==> src/hdl/plir_pkg.sv <==
// ----------------------------------------------------------------------------
// plir_pkg
// Shared types, constants and helpers for the packet loss injector relay.
// ----------------------------------------------------------------------------
`default_nettype none

package plir_pkg;

    // counter and idle widths
    localparam int COUNTER_BITS = 32;
    localparam int IDLE_BITS    = 8;

    // field widths fixed by the item formats
    localparam int IP_W      = 32;
    localparam int PORT_W    = 16;
    localparam int THRESH_W  = 17;
    localparam int TIMEOUT_W = 8;
    localparam int SEED_W    = 32;
    localparam int OUT_CNT_W = 32;
    localparam int CFG_IDX_W = 3;
    localparam int CFG_DATA_W = 32;

    // width used for the idle timeout compare
    localparam int CMP_W = (IDLE_BITS > TIMEOUT_W) ? IDLE_BITS : TIMEOUT_W;
    // width used to widen a counter to the output width
    localparam int CNT_EXT_W = (COUNTER_BITS > OUT_CNT_W) ? COUNTER_BITS : OUT_CNT_W;

    // lfsr feedback taps and reset seed
    localparam logic [SEED_W-1:0] LFSR_TAPS  = 32'hD000_0001;
    localparam logic [SEED_W-1:0] SEED_RESET = 32'h0000_0001;
    localparam logic [TIMEOUT_W-1:0] TIMEOUT_RESET = 8'd5;

    // configuration register indexes
    localparam logic [CFG_IDX_W-1:0] REG_LOSS_THRESHOLD = 3'd0;
    localparam logic [CFG_IDX_W-1:0] REG_RCV_IP         = 3'd1;
    localparam logic [CFG_IDX_W-1:0] REG_RCV_PORT       = 3'd2;
    localparam logic [CFG_IDX_W-1:0] REG_IDLE_TIMEOUT   = 3'd3;
    localparam logic [CFG_IDX_W-1:0] REG_RANDOM_SEED    = 3'd4;

    // item kinds
    localparam logic OP_PACKET = 1'b0;
    localparam logic OP_TICK   = 1'b1;

    // result actions
    typedef enum logic [2:0] {
        ACT_TO_RCV = 3'd0,
        ACT_TO_SND = 3'd1,
        ACT_DROP   = 3'd2,
        ACT_IGNORE = 3'd3,
        ACT_TICK   = 3'd4,
        ACT_DONE   = 3'd5
    } action_t;

    // input word
    typedef struct packed {
        logic              op;
        logic [IP_W-1:0]   src_ip;
        logic [PORT_W-1:0] src_port;
    } in_item_t;

    // result word
    typedef struct packed {
        action_t              action;
        logic                 from_sender;
        logic [OUT_CNT_W-1:0] fwd_to_receiver_count;
        logic [OUT_CNT_W-1:0] fwd_to_sender_count;
        logic [OUT_CNT_W-1:0] drop_to_receiver_count;
        logic [OUT_CNT_W-1:0] drop_to_sender_count;
    } out_item_t;

    // configuration seen by the decision logic
    typedef struct packed {
        logic [THRESH_W-1:0]  loss_threshold;
        logic [IP_W-1:0]      rcv_ip;
        logic [PORT_W-1:0]    rcv_port;
        logic [TIMEOUT_W-1:0] idle_timeout_ticks;
        logic                 seed_load;
        logic [SEED_W-1:0]    seed_value;
    } cfg_t;

    // low output bits of a counter, zero extended when narrower
    function automatic logic [OUT_CNT_W-1:0] cnt_out(input logic [COUNTER_BITS-1:0] c);
        logic [CNT_EXT_W-1:0] ext;
        ext = CNT_EXT_W'(c);
        return ext[OUT_CNT_W-1:0];
    endfunction

    // saturating increment
    function automatic logic [COUNTER_BITS-1:0] cnt_bump(input logic [COUNTER_BITS-1:0] c);
        return (c == '1) ? c : c + 1'b1;
    endfunction

endpackage

`default_nettype wire

==> src/hdl/plir_cfg_regs.sv <==
// ----------------------------------------------------------------------------
// plir_cfg_regs
// Configuration register file; a seed write also produces a load strobe.
// ----------------------------------------------------------------------------
`default_nettype none

module plir_cfg_regs (
    input  wire logic                                aclk,
    input  wire logic                                aresetn,
    input  wire logic                                cfg_wr_en,
    input  wire logic [plir_pkg::CFG_IDX_W-1:0]      cfg_wr_index,
    input  wire logic [plir_pkg::CFG_DATA_W-1:0]     cfg_wr_data,
    output plir_pkg::cfg_t                           cfg
);

    logic [plir_pkg::THRESH_W-1:0]  thresh_reg,  thresh_next;
    logic [plir_pkg::IP_W-1:0]      rcv_ip_reg,  rcv_ip_next;
    logic [plir_pkg::PORT_W-1:0]    rcv_port_reg, rcv_port_next;
    logic [plir_pkg::TIMEOUT_W-1:0] timeout_reg, timeout_next;
    logic                           seed_load;

    // register decode
    always_comb begin
        thresh_next   = thresh_reg;
        rcv_ip_next   = rcv_ip_reg;
        rcv_port_next = rcv_port_reg;
        timeout_next  = timeout_reg;
        seed_load     = 1'b0;
        if (cfg_wr_en) begin
            case (cfg_wr_index)
                plir_pkg::REG_LOSS_THRESHOLD: begin
                    thresh_next = cfg_wr_data[plir_pkg::THRESH_W-1:0];
                end
                plir_pkg::REG_RCV_IP: begin
                    rcv_ip_next = cfg_wr_data[plir_pkg::IP_W-1:0];
                end
                plir_pkg::REG_RCV_PORT: begin
                    rcv_port_next = cfg_wr_data[plir_pkg::PORT_W-1:0];
                end
                plir_pkg::REG_IDLE_TIMEOUT: begin
                    timeout_next = cfg_wr_data[plir_pkg::TIMEOUT_W-1:0];
                end
                plir_pkg::REG_RANDOM_SEED: begin
                    seed_load = 1'b1;
                end
                default: begin
                end
            endcase
        end
    end

    always_ff @(posedge aclk) begin
        if (!aresetn) begin
            thresh_reg   <= '0;
            rcv_ip_reg   <= '0;
            rcv_port_reg <= '0;
            timeout_reg  <= plir_pkg::TIMEOUT_RESET;
        end else begin
            thresh_reg   <= thresh_next;
            rcv_ip_reg   <= rcv_ip_next;
            rcv_port_reg <= rcv_port_next;
            timeout_reg  <= timeout_next;
        end
    end

    // a zero seed would lock the lfsr, load it as one
    always_comb begin
        cfg.loss_threshold     = thresh_reg;
        cfg.rcv_ip             = rcv_ip_reg;
        cfg.rcv_port           = rcv_port_reg;
        cfg.idle_timeout_ticks = timeout_reg;
        cfg.seed_load          = seed_load;
        cfg.seed_value         = (cfg_wr_data[plir_pkg::SEED_W-1:0] == '0) ?
                                 plir_pkg::SEED_RESET : cfg_wr_data[plir_pkg::SEED_W-1:0];
    end

endmodule

`default_nettype wire

==> src/hdl/plir_decide.sv <==
// ----------------------------------------------------------------------------
// plir_decide
// Relay state and per-word decision: routing, loss lfsr, idle timeout and
// saturating counters. State advances on step; result is combinational.
// ----------------------------------------------------------------------------
`default_nettype none

module plir_decide (
    input  wire logic                aclk,
    input  wire logic                aresetn,
    input  wire logic                step,
    input  wire plir_pkg::in_item_t  item,
    input  wire plir_pkg::cfg_t      cfg,
    output plir_pkg::out_item_t      result
);

    localparam int CmpW = plir_pkg::CMP_W;

    logic                              active_reg,  active_next;
    logic [plir_pkg::IP_W-1:0]         snd_ip_reg,  snd_ip_next;
    logic [plir_pkg::PORT_W-1:0]       snd_port_reg, snd_port_next;
    logic [plir_pkg::IDLE_BITS-1:0]    idle_reg,    idle_next;
    logic [plir_pkg::SEED_W-1:0]       lfsr_reg,    lfsr_next;
    logic [plir_pkg::COUNTER_BITS-1:0] fwd_s2r_reg, fwd_s2r_next;
    logic [plir_pkg::COUNTER_BITS-1:0] fwd_r2s_reg, fwd_r2s_next;
    logic [plir_pkg::COUNTER_BITS-1:0] drp_s2r_reg, drp_s2r_next;
    logic [plir_pkg::COUNTER_BITS-1:0] drp_r2s_reg, drp_r2s_next;

    logic [plir_pkg::IDLE_BITS-1:0] idle_inc;
    logic [CmpW-1:0]                idle_ext;
    logic [CmpW-1:0]                timeout_ext;
    logic [plir_pkg::SEED_W-1:0]    lfsr_step;
    logic                           lose;
    logic                           snd_match;
    logic                           rcv_match;
    logic                           toward_rcv;
    logic                           routed;
    plir_pkg::action_t              action;
    logic                           from_snd;

    // shared decision terms
    always_comb begin
        idle_inc    = (idle_reg == '1) ? idle_reg : idle_reg + 1'b1;
        idle_ext    = CmpW'(idle_inc);
        timeout_ext = CmpW'(cfg.idle_timeout_ticks);
        lfsr_step   = (lfsr_reg >> 1) ^ (lfsr_reg[0] ? plir_pkg::LFSR_TAPS : '0);
        lose        = {1'b0, lfsr_step[plir_pkg::SEED_W-1:16]} < cfg.loss_threshold;
        snd_match   = (item.src_ip == snd_ip_reg) && (item.src_port == snd_port_reg);
        rcv_match   = (item.src_ip == cfg.rcv_ip) &&
                      (item.src_port == cfg.rcv_port);
        toward_rcv  = !active_reg || snd_match;
        routed      = toward_rcv || rcv_match;
    end

    // next state and result
    always_comb begin
        active_next   = active_reg;
        snd_ip_next   = snd_ip_reg;
        snd_port_next = snd_port_reg;
        idle_next     = idle_reg;
        lfsr_next     = lfsr_reg;
        fwd_s2r_next  = fwd_s2r_reg;
        fwd_r2s_next  = fwd_r2s_reg;
        drp_s2r_next  = drp_s2r_reg;
        drp_r2s_next  = drp_r2s_reg;
        action        = plir_pkg::ACT_TICK;
        from_snd      = 1'b0;

        if (item.op == plir_pkg::OP_TICK) begin
            idle_next = idle_inc;
            if (active_reg && (idle_ext >= timeout_ext)) begin
                active_next = 1'b0;
                action      = plir_pkg::ACT_DONE;
            end
        end else begin
            idle_next = '0;
            // first packet while inactive claims the sender slot
            if (!active_reg) begin
                snd_ip_next   = item.src_ip;
                snd_port_next = item.src_port;
                active_next   = 1'b1;
            end
            if (!routed) begin
                action = plir_pkg::ACT_IGNORE;
            end else begin
                from_snd  = toward_rcv;
                lfsr_next = lfsr_step;
                if (lose) begin
                    action = plir_pkg::ACT_DROP;
                    if (toward_rcv) begin
                        drp_s2r_next = plir_pkg::cnt_bump(drp_s2r_reg);
                    end else begin
                        drp_r2s_next = plir_pkg::cnt_bump(drp_r2s_reg);
                    end
                end else if (toward_rcv) begin
                    action       = plir_pkg::ACT_TO_RCV;
                    fwd_s2r_next = plir_pkg::cnt_bump(fwd_s2r_reg);
                end else begin
                    action       = plir_pkg::ACT_TO_SND;
                    fwd_r2s_next = plir_pkg::cnt_bump(fwd_r2s_reg);
                end
            end
        end

        result.action                 = action;
        result.from_sender            = from_snd;
        result.fwd_to_receiver_count  = plir_pkg::cnt_out(fwd_s2r_next);
        result.fwd_to_sender_count    = plir_pkg::cnt_out(fwd_r2s_next);
        result.drop_to_receiver_count = plir_pkg::cnt_out(drp_s2r_next);
        result.drop_to_sender_count   = plir_pkg::cnt_out(drp_r2s_next);
    end

    // relay state
    always_ff @(posedge aclk) begin
        if (!aresetn) begin
            active_reg   <= 1'b0;
            snd_ip_reg   <= '0;
            snd_port_reg <= '0;
            idle_reg     <= '0;
            lfsr_reg     <= plir_pkg::SEED_RESET;
            fwd_s2r_reg  <= '0;
            fwd_r2s_reg  <= '0;
            drp_s2r_reg  <= '0;
            drp_r2s_reg  <= '0;
        end else if (cfg.seed_load) begin
            lfsr_reg <= cfg.seed_value;
        end else if (step) begin
            active_reg   <= active_next;
            snd_ip_reg   <= snd_ip_next;
            snd_port_reg <= snd_port_next;
            idle_reg     <= idle_next;
            lfsr_reg     <= lfsr_next;
            fwd_s2r_reg  <= fwd_s2r_next;
            fwd_r2s_reg  <= fwd_r2s_next;
            drp_s2r_reg  <= drp_s2r_next;
            drp_r2s_reg  <= drp_r2s_next;
        end
    end

    // lfsr never locks up at zero
    a_lfsr_nonzero: assert property (@(posedge aclk) disable iff (!aresetn)
        lfsr_reg != '0)
        else $error("loss lfsr reached zero");

    // a packet always leaves the link active
    a_packet_activates: assert property (@(posedge aclk) disable iff (!aresetn)
        step && !cfg.seed_load && (item.op == plir_pkg::OP_PACKET) |=> active_reg)
        else $error("link inactive after packet");

    // completion deactivates the link
    a_done_deactivates: assert property (@(posedge aclk) disable iff (!aresetn)
        step && !cfg.seed_load && (action == plir_pkg::ACT_DONE) |=> !active_reg)
        else $error("link still active after completion");

    // the lfsr only moves on a routed packet or a seed load
    a_lfsr_moves_on_route: assert property (@(posedge aclk) disable iff (!aresetn)
        !cfg.seed_load && !(step && (item.op == plir_pkg::OP_PACKET) && routed)
        |=> $stable(lfsr_reg))
        else $error("lfsr stepped without a routed packet");

    // forwarded counter toward receiver never goes backward
    a_fwd_monotonic: assert property (@(posedge aclk) disable iff (!aresetn)
        1'b1 |=> fwd_s2r_reg >= $past(fwd_s2r_reg))
        else $error("forward counter decreased");

endmodule

`default_nettype wire

==> src/hdl/packet_loss_injector_relay_unit.sv <==
// ----------------------------------------------------------------------------
// packet_loss_injector_relay_unit
// Two-party relay decision engine with lfsr based loss injection.
// ----------------------------------------------------------------------------
// Path: a word accepted into the input register is decided and captured in
//   the result register. Throughput: one word per cycle while m_ready is
//   high; input register, decision logic, result register, with ready
//   passed back so both registers fill when stalled.
// Reset: synchronous active-low aresetn clears the relay state, counters and
//   pipeline valids, loads the lfsr with one and restores register defaults.
`default_nettype none

module packet_loss_injector_relay_unit (
    input  wire logic                            aclk,
    input  wire logic                            aresetn,
    input  wire logic                            cfg_wr_en,
    input  wire logic [plir_pkg::CFG_IDX_W-1:0]  cfg_wr_index,
    input  wire logic [plir_pkg::CFG_DATA_W-1:0] cfg_wr_data,
    input  wire logic                            s_valid,
    output logic                                 s_ready,
    input  wire plir_pkg::in_item_t              s_item,
    output logic                                 m_valid,
    input  wire logic                            m_ready,
    output plir_pkg::out_item_t                  m_item
);

    plir_pkg::cfg_t      cfg;
    plir_pkg::in_item_t  in_item_reg;
    plir_pkg::out_item_t out_item_reg;
    plir_pkg::out_item_t result;
    logic                in_valid_reg, in_valid_next;
    logic                out_valid_reg, out_valid_next;
    logic                out_free;
    logic                step;

    plir_cfg_regs u_cfg (
        .aclk         (aclk),
        .aresetn      (aresetn),
        .cfg_wr_en    (cfg_wr_en),
        .cfg_wr_index (cfg_wr_index),
        .cfg_wr_data  (cfg_wr_data),
        .cfg          (cfg)
    );

    plir_decide u_decide (
        .aclk    (aclk),
        .aresetn (aresetn),
        .step    (step),
        .item    (in_item_reg),
        .cfg     (cfg),
        .result  (result)
    );

    // pipeline handshake
    always_comb begin
        out_free       = !out_valid_reg || m_ready;
        step           = in_valid_reg && out_free;
        s_ready        = !in_valid_reg || out_free;
        in_valid_next  = s_ready ? s_valid : in_valid_reg;
        out_valid_next = out_free ? in_valid_reg : out_valid_reg;
    end

    always_ff @(posedge aclk) begin
        if (!aresetn) begin
            in_valid_reg  <= 1'b0;
            out_valid_reg <= 1'b0;
        end else begin
            in_valid_reg  <= in_valid_next;
            out_valid_reg <= out_valid_next;
        end
    end

    // input and result words
    always_ff @(posedge aclk) begin
        if (s_ready && s_valid) begin
            in_item_reg <= s_item;
        end
        if (step) begin
            out_item_reg <= result;
        end
    end

    assign m_valid = out_valid_reg;
    assign m_item  = out_item_reg;

endmodule

`default_nettype wire
==> config.mk <==
export PLATFORM = sky130hd
export DESIGN_NAME = packet_loss_injector_relay_unit
export DESIGN_NICKNAME = d
export VERILOG_FILES = /design/src/hdl/plir_pkg.sv /design/src/hdl/plir_cfg_regs.sv /design/src/hdl/plir_decide.sv /design/src/hdl/packet_loss_injector_relay_unit.sv
export SDC_FILE = /design/constraint.sdc
export NUM_CORES = 1
export LEC_CHECK = 0
export ABC_AREA = 0
export CAP_MARGIN = 20
export CORE_ASPECT_RATIO = 2
export CORE_MARGIN = 4
export CORE_UTILIZATION = 64
export DETAILED_ROUTE_END_ITERATION = 8
export DONT_BUFFER_PORTS = 1
export PLACE_DENSITY_LB_ADDON = 0.15
export SLEW_MARGIN = 25
export SYNTH_ARGS = -nofsm -noshare
export SYNTH_HDL_FRONTEND = slang
export SYNTH_SLANG_ARGS = --single-unit
export TNS_END_PERCENT = 50
==> constraint.sdc <==
create_clock -name aclk -period 4.8 [get_ports aclk]
set_clock_uncertainty 0.2 [all_clocks]
set_input_delay 0.24 -clock aclk [delete_from_list [all_inputs] [get_ports aclk]]
set_output_delay 0.24 -clock aclk [all_outputs]
set_load 0.01 [all_outputs]
==> metrics.txt <==
max reg flops 132; Fill cells about 2400; HP Class in -> reg; Buf+Inv Stages, Crit Path 1; final WL 61.92 mm; Initial Util 64.68%; outcome complete, no violations; DR vias/cell 6.175; R2R depth 9; Worst Min Path Start cfg_wr_en; final-report setup violation count 0; initial antenna violation count 5; Post-DP HPWL 41.99 mm; multi-input logic area 9869 um2; reg2reg end u_decide.drp_s2r_reg[13]; combinational share of power just under 6%; io pins 223; Die Y 268.8 um; worst hold path stage count 5; Port Buffers 0; Syn Nets around 2400; crit path DAT roughly 4.5 ns; P_int 6403 uW; DR WL/cell 21.93 um; Reg power frac 53.2%; post_cts resized 0; clock power share 41.0%; flops & latches, synth 473; RSZ-0062 raised after global routing false; total track usage 32.41%; max-cap violation count 0; Primary FF master, synth dfxtp_1; reg2reg setup slack 0.55 ns; drt drc 0; critical path's slowest cell a21o_1; Register Area roughly 11000 um2; fin nets 2468; final core utilization 73.04%; Worst VDD drop 379.5 uV; row count 95; final hold slack 0.07503 ns; Post-synth EDFFs 181; CP Depth 9; CTS max path bufs 3; most common cell in the netlist nand2_1; CP Capture Type flip-flop; CTS tree yes; Least-Margin Pin Slew 0.9832 ns; Clock Tree Root clkbuf_16; Top delay family on crit path simple AND/OR/NAND/NOR gates; TritonCTS Sinks 473; number of DRC markers in iteration 0 around 1200; Die Wd 138.4 um; most frequent cells after synthesis nand2_1, dfxtp_1, a21oi_1; Ys Warns 0; Hold Crit Endpoint u_cfg.rcv_port_reg[3]; switch share 22.71%; post-route antenna net violation count 0; Final TNS setup 0 ns; fmax 0.2355 GHz; clock-pin slew on the worst setup and hold paths 0.07 ns; final hold vios 0; Synth Cell Area 21760 um2; worst setup margin 0.5532 ns; Sw Pwr 1881 uW; Mapped Cells 2297; Synth Area per Inst 9.472 um2; Tot Pwr between 8000 and 9000 uW; top post-synthesis cells by area dfxtp_1, edfxtp_1, nand2_1, xnor2_1, xor2_1; crit-path max FO 22; Max transition margin 34.21%; P per Cell Area around 340 nW/um2; clk_lat worst skew 0.55 ns; Final Max Tran Viols 0; critical-path cell list xnor2_1, nand4_1, nor4_1, nand3_1, a21o_1, inv_2, nand3_1, or4_1, a21oi_1; first-pass GRT wire length 95.12 mm; setup slack at placement roughly 0.68 ns; largest net degree at the start of global routing 138; Required @ worst endpoint a little over 5 ns; area leader, netlist dfxtp_1; final critical-path required period ~4.2 ns; die area 37190 um2; fraction of registers with async set/reset 0%; Worst path max stage delay 0.59 ns; r2r startpoint in_item_reg[38]; share of cells above drive strength 1 4.914%; crit-path most repeated cell nand3_1; gp weighted congestion 0.9648; CTS Buf Count 41; Synth top area share between 20% and 30%; Yosys cell types 58; leak pwr 0.008310 uW; remaining global-route overflow 0; CP Launch Type flip-flop; DR pass1 iterations 5; vias in the first global route 17199; Seq/Total Area, Yosys 51.85%; CP Class reg -> reg; Core Footprint 33640 um2; Layout area overhead 12.92%; H-tree depth 2; period utilization 88.47%; via count 17439
==> per-layer routing <==
| layer | vias up | global-route usage [%] | wire (um) | share of wire [%] |
|---|---|---|---|---|
| met2 | 775 | 60.30 | 32600 | 53 |
| met1 | 8226 | 31.54 | 19290 | 31 |
| met4 | 0 | 25.42 | 5969 | 9.6 |
| li1 | 8160 | - | - | - |
| met3 | 278 | 5.413 | 4048 | 6.5 |
| met5 | - | 0 | 0 | 0 |
==> area by class of cell <==
cell class | instances | area share, %
multi-input cells | 1662 | 40.17
clock buffers | 52 | 4.466
well taps | 436 | 2.220
repair buffers | 137 | 5.500
inverters | 36 | 0.5907
flip-flops and latches | 473 | 45.92
clock inverters | 21 | 1.064
diodes | 7 | 0.07130
==> cells in the final DEF, fill, tap and decap left out, types with 6 or more instances in the layout <==
cell type and instances:
a21oi_1 196, edfxtp_1 181, or4_1 14, nand4b_1 6
nor4_1 71, nand3_1 81, clkbuf_16 41, buf_4 27
nand2_1 383, diode_2 7, xor2_1 147, dlygate4sd3_1 106
mux2i_1 35, nor2b_1 6, nor2_1 157, o21bai_1 11
ha_1 28, and2_1 14, and4_1 18, bufinv_16 6
nor3_1 53, or3_1 39, clkbuf_1 8, nand2b_1 11
clkinv_2 6, o31ai_1 9, nand4_1 77, inv_1 33
dfxtp_1 292, xnor2_1 148, and3_1 33, a21o_1 8
o21ai_0 64
==> power by group through the flow <==
| stage | logic [uW] | clock network [uW] | registers [uW] |
|---|---|---|---|
| global route | 517 | 3600 | 4410 |
| floorplan | 267 | 0 | 4470 |
| CTS | 469 | 3430 | 4400 |
| finish | 484 | 3400 | 4400 |
| global placement | 356 | 0 | 4490 |
| detailed placement | 365 | 0 | 4490 |
==> worst min-delay path, stage by stage <==
cell and delay (ns):
nor2b_1 0.13, nand2_1 0.09, nor2_2 0.15, nand2_1 0.11, a21oi_1 0.06
==> logic make-up after synthesis <==
logic type               count (synthesis)  share of synthesized area, %
AND/OR/NAND/NOR                        983                         21.86
XOR/XNOR                               295                         11.88
buffers and inverters                  162                         2.904
flip-flops                             473                         51.85
multiplexers                            39                         1.817
AO/OA/AOI/OAI                          317                         8.080
adder cells (fa/ha/maj)                 28                         1.610
==> stage by stage <==
| step | instance area [um2] | instances |
|---|---|---|
| 5_1_grt | 24570 | 2824 |
| 2_1_floorplan | 21760 | 2297 |
| 4_1_cts | 24540 | 2816 |
| 3_5_place_dp | 22100 | 2637 |
| 6_report | 24570 | 2824 |
| 3_3_place_gp | 22090 | 2637 |
==> what timing repair did <==
item	in CTS	in global routing
buffers inserted	0	0
hold endpoints to repair	185	11
hold buffers	106	1
==> how the worst max path moves through the flow <==
stage / startpoint / slack (ns) / to
after detailed placement: in_item_reg[38] / 0.68 / u_decide.drp_s2r_reg[13]
after floorplan: m_valid / 1.01 / m_item[0]
final: in_item_reg[38] / 0.55 / u_decide.drp_s2r_reg[13]
after CTS: in_item_reg[38] / 0.63 / u_decide.drp_s2r_reg[13]
after global placement: in_item_reg[37] / 0.73 / u_decide.drp_s2r_reg[13]
after global routing: in_item_reg[38] / 0.29 / u_decide.drp_s2r_reg[13]
Power figures use the tool's default switching activity.
